$ cat src/hdl/vwd_pkg.sv
// ----------------------------------------------------------------------------
// Vertex weld package
// Sizes, codes and shared types of the vertex weld and deduplication block.
// ----------------------------------------------------------------------------
`default_nettype none

package vwd_pkg;

	localparam int MAX_UNIQUE = 1024;
	localparam int MAX_VERTS  = 4096;

	localparam int COORD_W = 24;
	localparam int THR_W   = 24;
	localparam int TSQ_W   = 2 * THR_W;
	localparam int MAG_W   = COORD_W;
	localparam int SQ_W    = 2 * MAG_W;
	localparam int IDX_W   = 32;

	localparam int UIDX_W = $clog2(MAX_UNIQUE);
	localparam int UCNT_W = $clog2(MAX_UNIQUE + 1);
	localparam int VIDX_W = $clog2(MAX_VERTS);
	localparam int VCNT_W = $clog2(MAX_VERTS + 1);

	typedef enum logic [1:0] {
		KIND_VERTEX = 2'd0,
		KIND_INDEX  = 2'd1,
		KIND_CLEAR  = 2'd2
	} vwd_kind_t;

	typedef enum logic [1:0] {
		STATUS_OK   = 2'd0,
		STATUS_FULL = 2'd1,
		STATUS_PASS = 2'd2
	} vwd_status_t;

	typedef struct packed {
		logic signed [COORD_W-1:0] x;
		logic signed [COORD_W-1:0] y;
		logic signed [COORD_W-1:0] z;
	} vwd_pos_t;

	typedef struct packed {
		logic              valid;
		logic              hit;
		logic [UIDX_W-1:0] index;
		logic              busy;
	} vwd_match_t;

endpackage

`default_nettype wire

$ cat src/hdl/vwd_dist.sv
// ----------------------------------------------------------------------------
// Vertex weld distance pipeline
// Compares one stored position a cycle against the query by squared distance.
// ----------------------------------------------------------------------------
`default_nettype none

module vwd_dist (
	input  wire logic                       clk,
	input  wire logic                       arst_n,
	input  wire logic                       flush,
	input  wire logic                       issue,
	input  wire logic [vwd_pkg::UIDX_W-1:0] issue_index,
	input  wire vwd_pkg::vwd_pos_t          stored,
	input  wire vwd_pkg::vwd_pos_t          query,
	input  wire logic [vwd_pkg::TSQ_W-1:0]  tsq,
	output      vwd_pkg::vwd_match_t        match
);

	localparam int SUM_W = vwd_pkg::SQ_W + 2;

	function automatic logic [vwd_pkg::MAG_W-1:0] abs_diff(
		input logic signed [vwd_pkg::COORD_W-1:0] a,
		input logic signed [vwd_pkg::COORD_W-1:0] b
	);
		logic signed [vwd_pkg::COORD_W:0] d;
		logic signed [vwd_pkg::COORD_W:0] m;
		d = $signed({a[vwd_pkg::COORD_W-1], a}) - $signed({b[vwd_pkg::COORD_W-1], b});
		m = d[vwd_pkg::COORD_W] ? -d : d;
		return m[vwd_pkg::MAG_W-1:0];
	endfunction

	logic                       vld_s1, vld_s2, vld_s3, vld_s4;
	logic [vwd_pkg::UIDX_W-1:0] idx_s1, idx_s2, idx_s3, idx_s4;
	logic [vwd_pkg::MAG_W-1:0]  ax_s2, ay_s2, az_s2;
	logic [vwd_pkg::SQ_W-1:0]   sx_s3, sy_s3, sz_s3;
	logic                       hit_s4;
	logic [SUM_W-1:0]           dsq;

	assign dsq = SUM_W'(sx_s3) + SUM_W'(sy_s3) + SUM_W'(sz_s3);

	always_ff @(posedge clk or negedge arst_n) begin
		if (!arst_n) begin
			vld_s1 <= 1'b0;
			vld_s2 <= 1'b0;
			vld_s3 <= 1'b0;
			vld_s4 <= 1'b0;
		end else begin
			vld_s1 <= issue && !flush;
			vld_s2 <= vld_s1 && !flush;
			vld_s3 <= vld_s2 && !flush;
			vld_s4 <= vld_s3 && !flush;
		end
	end

	always_ff @(posedge clk) begin
		idx_s1 <= issue_index;
		idx_s2 <= idx_s1;
		ax_s2  <= abs_diff(query.x, stored.x);
		ay_s2  <= abs_diff(query.y, stored.y);
		az_s2  <= abs_diff(query.z, stored.z);
		idx_s3 <= idx_s2;
		sx_s3  <= vwd_pkg::SQ_W'(ax_s2) * vwd_pkg::SQ_W'(ax_s2);
		sy_s3  <= vwd_pkg::SQ_W'(ay_s2) * vwd_pkg::SQ_W'(ay_s2);
		sz_s3  <= vwd_pkg::SQ_W'(az_s2) * vwd_pkg::SQ_W'(az_s2);
		idx_s4 <= idx_s3;
		hit_s4 <= dsq < SUM_W'(tsq);
	end

	assign match.valid = vld_s4;
	assign match.hit   = hit_s4;
	assign match.index = idx_s4;
	assign match.busy  = vld_s1 || vld_s2 || vld_s3 || vld_s4;

endmodule

`default_nettype wire

$ cat config.mk
export PLATFORM = sky130hd
export DESIGN_NAME = vwd_dist
export DESIGN_NICKNAME = d
export VERILOG_FILES = /design/src/hdl/vwd_pkg.sv /design/src/hdl/vwd_dist.sv
export SDC_FILE = /design/constraint.sdc
export NUM_CORES = 2
export LEC_CHECK = 0
export BUFFER_PORTS_ARGS = -buffer_cell sky130_fd_sc_hd__buf_2
export CAP_MARGIN = 30
export CORE_ASPECT_RATIO = 1.2
export CORE_MARGIN = 2
export CORE_UTILIZATION = 55
export DETAILED_ROUTE_END_ITERATION = 10
export HOLD_SLACK_MARGIN = 0.08
export PLACE_DENSITY = 0.72
export SETUP_SLACK_MARGIN = 0.15
export SLEW_MARGIN = 20
export SYNTH_ARGS = -nofsm -noshare
export SYNTH_HDL_FRONTEND = slang
export SYNTH_SLANG_ARGS = --single-unit
$ cat constraint.sdc
create_clock -name clk -period 9.3 [get_ports clk]
set_input_delay 0.465 -clock clk [delete_from_list [all_inputs] [get_ports clk]]
set_output_delay 0.465 -clock clk [all_outputs]
set_load 0.05 [all_outputs]
## Word-level counts from Yosys, hierarchy flattened

Cells that the tools add are included.
W data, S select, Z words.

- Register bits after elaboration: 261

- Reduce and logical (&&, ||, !) cells: 8
- $mul: 3
- $add $sub $neg: 8
- $lt $le $gt $ge: 1
- Mux-type cells: 3

Operators with widths:

| cell | number |
|---|---|
| $mul A24 B24 Y48 | 3 |
| $sub A24 B24 Y25 | 3 |
| $mux W24 | 3 |
| $neg A24 Y24 | 3 |
| $add A49 B48 Y50 | 1 |
| $lt A50 B48 Y1 | 1 |
| $add A48 B48 Y49 | 1 |
| $logic_and A1 B1 Y1 | 4 |
| $logic_or A1 B1 Y1 | 3 |
| $logic_not A1 Y1 | 1 |

## Logic depth before layout (Yosys ltp)

- Word-level depth: 3
- Mapped depth: 28

## Least setup slack after synthesis

No wires, ideal clock.

- Path kind: register to register
- From: reg az_s2[12] (netlist name)
- To: reg sz_s3[46] (netlist name)
- Arrival time: 7.200 ns
- Library setup time: 0.118 ns
- Cell stages (with the launch flop): 26
- Data required time: 9.182 ns
- Setup slack: 1.982 ns
- Path through: dfxtp_1 -> clkbuf_1 -> nand2_1 -> fa_1 -> inv_1 -> fa_1 -> inv_1 -> fa_1 -> inv_1 -> fa_1 -> fa_1 -> fa_1 -> inv_1 -> fa_1 -> inv_1 -> ha_1 -> a21o_1 -> a21o_1 -> a2111o_1 -> a21oi_1 -> nor2_1 -> a221oi_1 -> a21oi_1 -> a211o_1 -> a311o_1 -> xor2_1

- Longest elaborated chain between the ends: 1

Ends and longest elaborated chain:

| what | RTL line | RTL |
|---|---|---|
| from (decl) | vwd_dist.sv:34 | `logic [vwd_pkg::MAG_W-1:0] ax_s2, ay_s2, az_s2;` |
| from (signal assigned) | vwd_dist.sv:60 | `az_s2 <= abs_diff(query.z, stored.z);` |
| $mul A24 B24 Y48 | vwd_dist.sv:64 | `sz_s3 <= vwd_pkg::SQ_W'(az_s2) * vwd_pkg::SQ_W'(az_s2);` |
| to (signal assigned) | vwd_dist.sv:64 |  |
| to (decl) | vwd_dist.sv:35 | `logic [vwd_pkg::SQ_W-1:0] sx_s3, sy_s3, sz_s3;` |

Every way passes these cells.

## Worst setup path after layout

- From: reg az_s2[4] (netlist name)
- To: reg sz_s3[46] (netlist name)

The elaborated chain is that of the path after synthesis.

==> metrics <==
status=finished, final reports clean; Startpoint Class=flop; CP Max Fanout=13; max cap viols=0; Detailed Routing Iterations Pass 1=5; final hold vios=0; top cells by area, synth=fa_1 41%, ha_1 14%, inv_1 12%, dfxtp_1 7.9%, nand2_1 3.5%; TritonCTS clock tree=yes; post-route cell area=~0.07 sq mm; CP bufs+invs=7; top achievable clock speed=about 120 MHz; Hold Buf Count CTS=12; DP HPWL=132 mm; root buf cell=clkbuf_16; Post-synth top flop=dfxtp_1; final setup violation count=0; post-route ant nets=0; RD Place Congestion=between 0.9 and 1; die extent in y=approximately 380 microns; Die Wd=316 microns; clk buf depth=3; largest net degree at the start of global routing=26; final worst path period share=0.866; vias in the first global route=approximately 51k; register area share after synthesis=0.0807; final wirelength=154 mm; Critical R2R Launch=az_s2[4]; overflow left after global routing=0; RSZ-0062 raised after global routing=no; CTS sink cnt=between 200 and 300; post-layout util=0.589; share of the synthesized area in the top cell type=0.411; clk_skew=between 20 and 25 ps; Unique masters post-synth=between 80 and 90; most frequent cell after synthesis=inv_1; synth cell count leaders=1,980 x inv_1, 1,317 x fa_1, 699 x ha_1; Slew @ Worst Pin=961 ps; kind of critical path=flop to flop; most numerous cell on the critical path=fa_1; Syn-to-layout area delta=6.51%; Initial DRC Count=about 2.5k; Post-CTS Setup Bufs=0; Cell Area, Placed=~0.067 sq mm; CTS HTree Levels=2; Initial Utilization=0.553; Worst setup startpoint=az_s2[4]; mean post-synth cell area=about 9.0 sq um; nets@finish=approximately 9.5k; Hold Path Class=primary input to flop; Largest delay share family, worst path=adder cells; post-cts sizing count=0; fillers=10.1k; min Tclk post-route=8050 ps; initial antenna violation count=2; Post-Syn Area=0.0642 sq mm; Yosys top cell by area=fa_1; DR WL/cell=roughly 17 microns; hold_sp=issue; Slowest Stage Delay on Critical Path=approximately 750 ps; layout cells sized above 1=0.0557; Inserted Clock Buffers=35; Final Slew Violations=0; pre-CTS WS=1190 ps; first-pass GRT wire length=roughly 260 mm; post-route setup TNS=0 ps; Rows=about 140; CTS clk-pin slew, worst paths=about 60 ps; total track usage=0.271; CP endpoint kind=flop; drt drc=0; Slowest cell on crit path=dfxtp_1; Max-slew headroom=0.358; Mapped Cells=about 7.1k; worst path required time=just under 10,000 ps; FFs w/ async S/R, synth=0.0155; post-DR vias/cell=roughly 5.3; Synth Warn #=0; Port Buffers=around 220; min setup slack post-route=1250 ps; Core Region=0.116 sq mm; Vias=46.8k; Worst EP arrival=8520 ps; Clk Latency, worst-skew pair=580 ps; #FFs+latches synth=~260; IO Pins=between 200 and 250; EDFF count, synth=0; DIE AREA=0.120 sq mm
[stage by stage]
step	instances	hold WS (ps)
floorplan	7106	169
global placement	8738	269
finish	8821	144
global route	8820	122
CTS	8814	101
detailed placement	8738	274
[cells by family (layout without fill, tap and decap cells)]
family | after synthesis | after routing | synth area share
AO/OA/AOI/OAI | 854 | 854 | 0.0878
XOR/XNOR | 305 | 305 | 0.0419
adder cells (fa/ha/maj) | 2016 | 2016 | 0.547
buffers and inverters | 2167 | 2352 | 0.127
flip-flops | 258 | 258 | 0.0807
multiplexers | 13 | 13 | 0.00210
other | 2 | 4 | 0.000117
AND/OR/NAND/NOR | 1490 | 1490 | 0.114
[worst register-to-register path, stage by stage, from the launching register on]
cell and delay [ps]:
dfxtp_1 750, buf_4 320, nand2_1 100, fa_1 580
inv_1 60, fa_1 470, inv_1 60, fa_1 520
inv_1 50, fa_1 400, fa_1 480, fa_1 540
inv_1 50, fa_1 470, inv_1 40, ha_1 370
a21o_1 230, a21o_1 180, a2111o_1 400, a21oi_1 250
nor2_1 150, a221oi_1 290, buf_4 210, a21oi_1 100
a211o_1 370, a311o_1 340, xor2_1 140
[placed cells by master, fill, tap and decap left out, types with 72 or more instances in the layout]
| cell type | instances |
|---|---|
| o21ai_0 | 145 |
| nand2_1 | 603 |
| and2_1 | 353 |
| a21o_1 | 152 |
| ha_1 | 699 |
| nor2_1 | 202 |
| fa_1 | 1317 |
| xor2_1 | 106 |
| buf_2 | 218 |
| buf_4 | 72 |
| xnor2_1 | 197 |
| a21oi_1 | 252 |
| dfxtp_1 | 254 |
| inv_1 | 1980 |
[path summary, 6_finish.rpt]
check	to	slack (ps)	cells past startpoint
min in group asynchronous	vld_s4	220	2
max in group asynchronous	vld_s2	8960	2
min	vld_s1	140	2
min reg2reg	idx_s2[6]	320	0
max	sz_s3[46]	1250	26
max reg2reg	sz_s3[46]	1250	26
[area by class of cell]
cell class,instances,area (sq um),share of cell area
multi-input combinational,4681,50900,0.744
inverter,1980,7430,0.109
sequential,258,5180,0.0758
tap,1529,1910,0.0280
timing repair buffer,308,1850,0.0271
clock buffer,43,956,0.0140
clock inverter,21,179,0.00262
antenna,1,2.50,0.0000366
[routing by layer]
metal	up-vias	part of all wire	GRT usage
li1	21800	-	-
met1	23300	0.40	0.336
met2	1316	0.49	0.472
met3	340	0.061	0.0435
met4	2	0.042	0.103
met5	-	0.000058	0
[state kept, by name, indices dropped and copies added, names as in the netlist]
signal  cells
sx_s3      47
sy_s3      47
sz_s3      47
ax_s2      24
ay_s2      24
az_s2      24
idx_s1     10
idx_s2     10
idx_s3     10
idx_s4     10
hit_s4      1
vld_s1      1
vld_s2      1
vld_s3      1
vld_s4      1
Power is not shown: default switching activity piles up to over one toggle a cycle in this logic, so the estimate is an artifact.
