===== config.mk =====
export PLATFORM = sky130hd
export DESIGN_NAME = vwd_ram
export DESIGN_NICKNAME = d
export VERILOG_FILES = /design/src/hdl/vwd_ram.sv
export SDC_FILE = /design/constraint.sdc
export NUM_CORES = 1
export LEC_CHECK = 0
export BUFFER_PORTS_ARGS = -buffer_cell sky130_fd_sc_hd__clkbuf_2
export CORE_ASPECT_RATIO = 0.9
export CORE_MARGIN = 3
export CORE_UTILIZATION = 25
export DETAILED_ROUTE_END_ITERATION = 10
export PLACE_DENSITY = 0.44
export SLEW_MARGIN = 10
export SYNTH_ARGS = -nofsm -noshare
export SYNTH_HDL_FRONTEND = slang
export SYNTH_SLANG_ARGS = --single-unit

===== constraint.sdc =====
create_clock -name clk -period 2.2 [get_ports clk]
set_input_delay 0.44 -clock clk [delete_from_list [all_inputs] [get_ports clk]]
set_output_delay 0.44 -clock clk [all_outputs]
set_load 0.01 [all_outputs]

===== src/hdl/vwd_ram.sv =====
// ----------------------------------------------------------------------------
// Vertex weld RAM
// Simple dual-port synchronous RAM with one write port and a registered read.
// ----------------------------------------------------------------------------
`default_nettype none

module vwd_ram #(
	parameter int WIDTH = 8,
	parameter int DEPTH = 16
) (
	input  wire logic                     clk,
	input  wire logic                     we,
	input  wire logic [$clog2(DEPTH)-1:0] waddr,
	input  wire logic [WIDTH-1:0]         wdata,
	input  wire logic                     re,
	input  wire logic [$clog2(DEPTH)-1:0] raddr,
	output      logic [WIDTH-1:0]         rdata
);

	logic [WIDTH-1:0] mem_q [DEPTH];

	always_ff @(posedge clk) begin
		if (we) begin
			mem_q[waddr] <= wdata;
		end
		if (re) begin
			rdata <= mem_q[raddr];
		end
	end

endmodule

`default_nettype wire


# Yosys cells after proc, flatten, opt, wreduce, memory -nomap -nowiden
# Memory sizes are Yosys's and may differ from the RTL's. A register that Yosys moved wholly into a read port is not among the register bits.
# Cells that the tools add are included.
[totals]
inputBits = 19
mem_count = 1
out_inout_bits = 8
mem_bits_rw = 128
regBits = 0
wordCells = 3
[op_classes]
muxes = 2
[mem_list]
columns = ["name", "words", "width", "read_ports", "rd_ports_with_merged_regs", "write_ports", "line_no", "source"]
rows = [
  ["mem_q", 16, 8, 1, 1, 1, "20", "logic [WIDTH-1:0] mem_q [DEPTH];"],
]
[op_table]
columns = ["op", "n"]
rows = [
  ["$mux 1", 2],
]

# Depth between registers and ports, before layout
# Gate-level depths: netlist (run 1).
[depth]
word_depth = 2
ltp_mapped = 5
mapped_depth_nobuf = 3

# Worst setup path before layout (run 1)
# OpenSTA, ideal clock, no wires.
[synth_timing]
path_kind = "input-to-reg"
from = "in waddr[2]"
to = "mem mem_q[0][0], enable pin"
required_ps = 1817
stages = 2
setup_slack_ps = 267
t_arrival_ps = 1550
setup_time_ps = 383
path_buffers = 0
cell_sequence = "or3b_2 nor3_1"
[synth_lines]
columns = ["element", "line_no", "source"]
rows = [
  ["start: declaration", "13", "input wire logic [$clog2(DEPTH)-1:0] waddr,"],
  ["end: declaration", "20", ""],
]
# Straight into the memory's write port.

==> impl_metrics.env, run 1 <==
export IMPL_run_status="completed"
export IMPL_sw_frac_of_total=0.1954
export IMPL_netSwitchingPower_w=0.001103
export IMPL_pre_cts_setup_slack_ps=110.5
export IMPL_cts_root_buffer="sky130_fd_sc_hd__clkbuf_16"
export IMPL_die_height_microns=143.2
export IMPL_dp_final_hpwl_microns=7376
export IMPL_detail_route_antenna_nets=0
export IMPL_clock_sinks=136
export IMPL_routed_via_density=4.425
export IMPL_timing_max_transition_violations_final=0
export IMPL_number_of_filler_instances_in_the_final_layout=1942
export IMPL_grt_first_pass_wirelength_microns=17220
export IMPL_die_x_microns=158.4
export IMPL_synth_top_cell_area_share=0.7812
export IMPL_synthCells=229
export IMPL_grt_setup_unrepaired="false"
export IMPL_grt_util_all_layers=0.1086
export IMPL_synth_cell_type_count=18
export IMPL_antenna_found_initial=1
export IMPL_totalNegativeSetupSlack_ps=0
export IMPL_max_freq_mhz=609.4
export IMPL_finish_net_count=305
export IMPL_yosysTopAreaCell="sky130_fd_sc_hd__edfxtp_1"
export IMPL_critical_path_required_ps=2340
export IMPL_drt_first_pass_iters=5
export IMPL_area_used_by_multi_input_combinational_logic_sq_um=1057
export IMPL_ys_async_sr_fraction=0
export IMPL_vdd_ir_drop_max_v=0.0005015
export IMPL_max_cap_violations=0
export IMPL_ys_seq_elements=136
export IMPL_ys_dominant_reg_cell="sky130_fd_sc_hd__edfxtp_1"
export IMPL_fp_row_count=49
export IMPL_utilization=0.3110
export IMPL_cts_hold_buffers=0
export IMPL_yosys_cell_count_top_type="sky130_fd_sc_hd__edfxtp_1"
export IMPL_placeableCoreArea_sq_um=20230
export IMPL_post_cts_buffers=0
export IMPL_category_of_the_worst_setup_path_capture_point="flop"
export IMPL_synth_commonest_cells="sky130_fd_sc_hd__edfxtp_1, sky130_fd_sc_hd__mux4_2, sky130_fd_sc_hd__a22oi_1, sky130_fd_sc_hd__mux4_1, sky130_fd_sc_hd__nor2_1"
export IMPL_start_kind="input port"
export IMPL_detailedRoute_firstIterationViolations=186
export IMPL_ctsResizeCount=0
export IMPL_yosys_warnings=0
export IMPL_floorplan_initialDensity=0.2584
export IMPL_post_route_min_period_ps=1641
export IMPL_die_footprint_sq_um=22680
export IMPL_fin_crit_sh=0.7459
export IMPL_internal_power_w=0.004543
export IMPL_cellPowerDensity_nw_per_um2=897.3
export IMPL_synth_seq_area_share=0.7812
export IMPL_layout_drive_gt1_share=0.2983
export IMPL_numCtsBuffers=17
export IMPL_fin_cells=551
export IMPL_synth_edf_count=136
export IMPL_htreeDepth=4
export IMPL_layout_setup_ws_ps=559.0
export IMPL_numPortBuffers=26
export IMPL_number_of_placed_i_o_pins=27
export IMPL_syn_nets=248
export IMPL_worst_rel_slew_slack=0.7182
export IMPL_max_clock_path_buffers=2
export IMPL_syn_mean_instance_area_sq_um=22.83
export IMPL_area_growth_synth_to_final_pct=20.37
export IMPL_place_congestion=0.7395
export IMPL_worst_clock_skew_ps=6.799
export IMPL_grt_max_degree=33
export IMPL_worstPathArrival_ps=1780
export IMPL_tritoncts="yes"
export IMPL_leakage_nw=2.089
export IMPL_cts_clk_slew_worst_paths_ps=50
export IMPL_dpl_cell_area_sq_um=5793
export IMPL_tightest_slew_ps=422.8
export IMPL_vias=2438
export IMPL_clk_latency_ps=410
export IMPL_power_sequential_fraction=0.521
export IMPL_syn_area_sq_um=5228
export IMPL_kind_of_critical_path="input port to flop"
export IMPL_post_route_cell_area_sq_um=6292
export IMPL_drc_errors=0
export IMPL_yosys_top_cells_area="sky130_fd_sc_hd__edfxtp_1, sky130_fd_sc_hd__mux4_2, sky130_fd_sc_hd__mux4_1, sky130_fd_sc_hd__a22oi_1, sky130_fd_sc_hd__nor2_1"
export IMPL_timing_final_hold_violations=0
export IMPL_global_route_overflow_total=0
export IMPL_post_drt_wl_per_cell_microns=20.25
export IMPL_finalWirelength_microns=11160
export IMPL_placedCellCount=522
export IMPL_seq_area_sq_um=4084
export IMPL_grt_pass1_vias=2682
export IMPL_combinationalPowerShare=0.050
export IMPL_report_final_setup_viol=0
export IMPL_critPathMaxFanout=17
export IMPL_min_path_type="input port to flop"
export IMPL_clockPowerShare=0.429
## registers in the layout, summed over array words and instances (netlist names)
name and flops:
mem_q 128, rdata 8
## per-stage QoR
step | hold WS [ps] | power [W]
after floorplan | 538.9 | 0.003138
after global placement | 746.4 | 0.003276
after detailed placement | 748.6 | 0.003283
after CTS | 427.6 | 0.005720
after global routing | 426.1 | 0.005878
final | 447.2 | 0.005646
## power by group through the flow
stage	registers, W	logic, W	clock network, W
finish	0.00294	0.000281	0.00242
global route	0.00294	0.000310	0.00262
CTS	0.00294	0.000291	0.00249
detailed placement	0.00299	0.000291	0
global placement	0.00299	0.000285	0
floorplan	0.00299	0.000147	0
## kinds of logic (layout without fill, tap and decap cells)
| group | after synthesis | in the layout | share of synthesized area |
|---|---|---|---|
| other | 0 | 1 | 0 |
| buffers and inverters | 10 | 76 | 0.01651 |
| multiplexers | 32 | 32 | 0.1479 |
| AND/OR/NAND/NOR | 35 | 35 | 0.03136 |
| flip-flops | 136 | 136 | 0.7812 |
| AO/OA/AOI/OAI | 16 | 16 | 0.02298 |
## cell usage in the layout, fill, tap and decap left out, drive strengths merged
| cell | netlist | layout |
|---|---|---|
| a22oi | 16 | 16 |
| bufinv | 0 | 1 |
| nand3b | 2 | 2 |
| nor2b | 1 | 1 |
| or3b | 1 | 1 |
| mux4 | 32 | 32 |
| nand2b | 2 | 2 |
| clkbuf | 0 | 46 |
| nand2 | 9 | 9 |
| and2 | 1 | 1 |
| nor3 | 4 | 4 |
| diode | 0 | 1 |
| edfxtp | 136 | 136 |
| buf | 7 | 22 |
| nand3 | 1 | 1 |
| clkinv | 0 | 7 |
| nor2 | 13 | 13 |
| and2b | 1 | 1 |
## final cells by class
class	count	share of cell area
clock inverters	8	0.009545
well taps	255	0.05071
repair buffers	48	0.05289
flip-flops and latches	136	0.6490
diodes	1	0.0003977
clock buffers	20	0.06940
multi-input cells	83	0.1680
## routing by layer
| metal | wire (microns) | vias to the layer above | track usage |
|---|---|---|---|
| met3 | 642 | 9 | 0.04273 |
| li1 | - | 1092 | - |
| met5 | 11 | - | 0 |
| met1 | 5447 | 1276 | 0.1541 |
| met4 | 93 | 2 | 0.03395 |
| met2 | 4964 | 59 | 0.1536 |
## path summary, 6_finish.rpt
kind / end / slack, ps / cells after the start / start
setup / recovery: rdata[7] / 560 / 5 / raddr[0]
hold / removal: rdata[0] / 450 / 1 / re
setup reg to reg: rdata[7] / 650 / 3 / mem_q[3][7]
hold reg to reg: rdata[0] / 760 / 3 / mem_q[12][0]
## critical path: stages
cell and delay [ps]:
sky130_fd_sc_hd__clkbuf_2 150, sky130_fd_sc_hd__buf_12 200, sky130_fd_sc_hd__mux4_2 520, sky130_fd_sc_hd__a22oi_1 330, sky130_fd_sc_hd__nand2_1 130
Power figures use the tool's default switching activity.
==> run 2, diff against run 1 <==
- clock period: 2.2 -> 1.6 ns (I/O delays scaled with it)
==> impl_metrics.env, run 2 (synthesis results as in run 1) <==
export IMPL_run_status="completed"
export IMPL_place_congestion=0.7143
export IMPL_kind_of_critical_path="input port to flop"
export IMPL_routed_via_density=4.512
export IMPL_registers_top_by_ff_count="mem_q"
export IMPL_floorplan_initialDensity=0.2584
export IMPL_start_kind="input port"
export IMPL_die_footprint_sq_um=22680
export IMPL_vdd_ir_drop_max_v=0.0005629
export IMPL_fp_row_count=49
export IMPL_fin_crit_sh=0.9647
export IMPL_post_route_min_period_ps=1544
export IMPL_antenna_found_initial=0
export IMPL_detail_route_antenna_nets=0
export IMPL_category_of_the_worst_setup_path_capture_point="flop"
export IMPL_dp_final_hpwl_microns=7700
export IMPL_finish_net_count=314
export IMPL_combinationalPowerShare=0.054
export IMPL_numCtsBuffers=17
export IMPL_cellPowerDensity_nw_per_um2=1250
export IMPL_timing_final_hold_violations=0
export IMPL_htreeDepth=4
export IMPL_placeableCoreArea_sq_um=20230
export IMPL_tritoncts="yes"
export IMPL_netSwitchingPower_w=0.001730
export IMPL_area_growth_synth_to_final_pct=22.81
export IMPL_global_route_overflow_total=0
export IMPL_leakage_nw=2.141
export IMPL_clk_latency_ps=420
export IMPL_placedCellCount=531
export IMPL_largestRegisters="mem_q: 128 flops, rdata: 8 flops"
export IMPL_most_common_layout_cells="sky130_fd_sc_hd__edfxtp_1, sky130_fd_sc_hd__buf_4, sky130_fd_sc_hd__clkbuf_2"
export IMPL_internal_power_w=0.006297
export IMPL_cts_root_buffer="sky130_fd_sc_hd__clkbuf_16"
export IMPL_finalWirelength_microns=11920
export IMPL_grt_util_all_layers=0.1103
export IMPL_worst_clock_skew_ps=9.967
export IMPL_sw_frac_of_total=0.2155
export IMPL_number_of_placed_i_o_pins=27
export IMPL_largest_register_ffs=128
export IMPL_report_power_total_w=0.008027
export IMPL_grt_max_degree=20
export IMPL_layout_drive_gt1_share=0.3453
export IMPL_drt_first_pass_iters=4
export IMPL_worstPathArrival_ps=1700
export IMPL_tightest_slew_ps=768.7
export IMPL_vias=2536
export IMPL_die_height_microns=143.2
export IMPL_worst_rel_slew_slack=0.4857
export IMPL_grt_setup_unrepaired="false"
export IMPL_critical_path_required_ps=1750
export IMPL_clockPowerShare=0.443
export IMPL_detailedRoute_firstIterationViolations=162
export IMPL_fin_cells=562
export IMPL_hold_worst_slack_ps=317.3
export IMPL_clock_sinks=136
export IMPL_cts_hold_buffers=0
export IMPL_die_x_microns=158.4
export IMPL_power_sequential_fraction=0.503
export IMPL_grt_first_pass_wirelength_microns=17290
export IMPL_numPortBuffers=26
export IMPL_max_clock_path_buffers=2
export IMPL_min_path_type="input port to flop"
export IMPL_final_common_cell="sky130_fd_sc_hd__edfxtp_1"
export IMPL_post_drt_wl_per_cell_microns=21.22
export IMPL_report_final_setup_viol=0
export IMPL_timing_max_transition_violations_final=0
export IMPL_cts_clk_slew_worst_paths_ps=60
export IMPL_drc_errors=0
export IMPL_critPathMaxFanout=12
export IMPL_antenna_cells_inserted=0
export IMPL_grt_pass1_vias=2635
export IMPL_max_freq_mhz=647.9
export IMPL_max_cap_violations=0
==> run 2: changes by cell type in the layout (fill, tap and decap cells not counted), sizes merged <==
cell and delta:
buf +9, clkinvlp +5, clkinv +1, clkbuf -3
diode -1
==> run 2: layer usage <==
layer	part of all wire	track usage
met1	0.48	0.1634
met2	0.44	0.1525
met3	0.068	0.03424
met4	0.012	0.03893
met5	0	0
==> run 2: metrics by stage <==
| stage | util | TNS (ps) | instance area [sq um] | worst slack, ps |
|---|---|---|---|---|
| final | 0.3173 | 0 | 6420 | 56.45 |
| after global routing | 0.3173 | 0 | 6420 | 8.653 |
| after CTS | 0.3173 | 0 | 6420 | 42.23 |
| after detailed placement | 0.2905 | -3329 | 5878 | -401.6 |
| after global placement | 0.2905 | -3110 | 5878 | -387.7 |
| after floorplan | - | 0 | 5240 | 4.036 |
==> run 2: power by group through the flow <==
stage	Sequential (W)	Combinational (W)	Clock (W)
global placement	0.00411	0.000432	0
global route	0.00404	0.000467	0.00378
detailed placement	0.00411	0.000439	0
CTS	0.00404	0.000442	0.00362
finish	0.00404	0.000431	0.00356
floorplan	0.00411	0.000205	0
==> run 2: final timing paths <==
kind	start	endpoint	slack [ps]	depth (start not counted)
setup / recovery	raddr[0]	rdata[0]	60	6
hold / removal	re	rdata[1]	320	1
setup reg to reg	mem_q[5][1]	rdata[1]	60	3
hold reg to reg	mem_q[8][5]	rdata[5]	770	3
==> run 2: repair_timing <==
action                     CTS  global route
setup buffers                0             0
setup endpoints to repair    1             0
gates resized for setup      1             0
==> run 2: worst max-delay path, cell delays in order <==
cell and delay (ps):
sky130_fd_sc_hd__clkbuf_2 120, sky130_fd_sc_hd__buf_12 160, sky130_fd_sc_hd__buf_12 170, sky130_fd_sc_hd__mux4_2 500, sky130_fd_sc_hd__a22oi_1 320, sky130_fd_sc_hd__nand2_1 100
==> run 2: cell type report <==
cell class              instances  area (sq um)
clock inverters                14         111.4
repair buffers                 57         412.9
clock buffers                  17         425.4
multi-input cells              83          1067
flip-flops and latches        136          4084
fillers                      1963         13810
well taps                     255         319.1
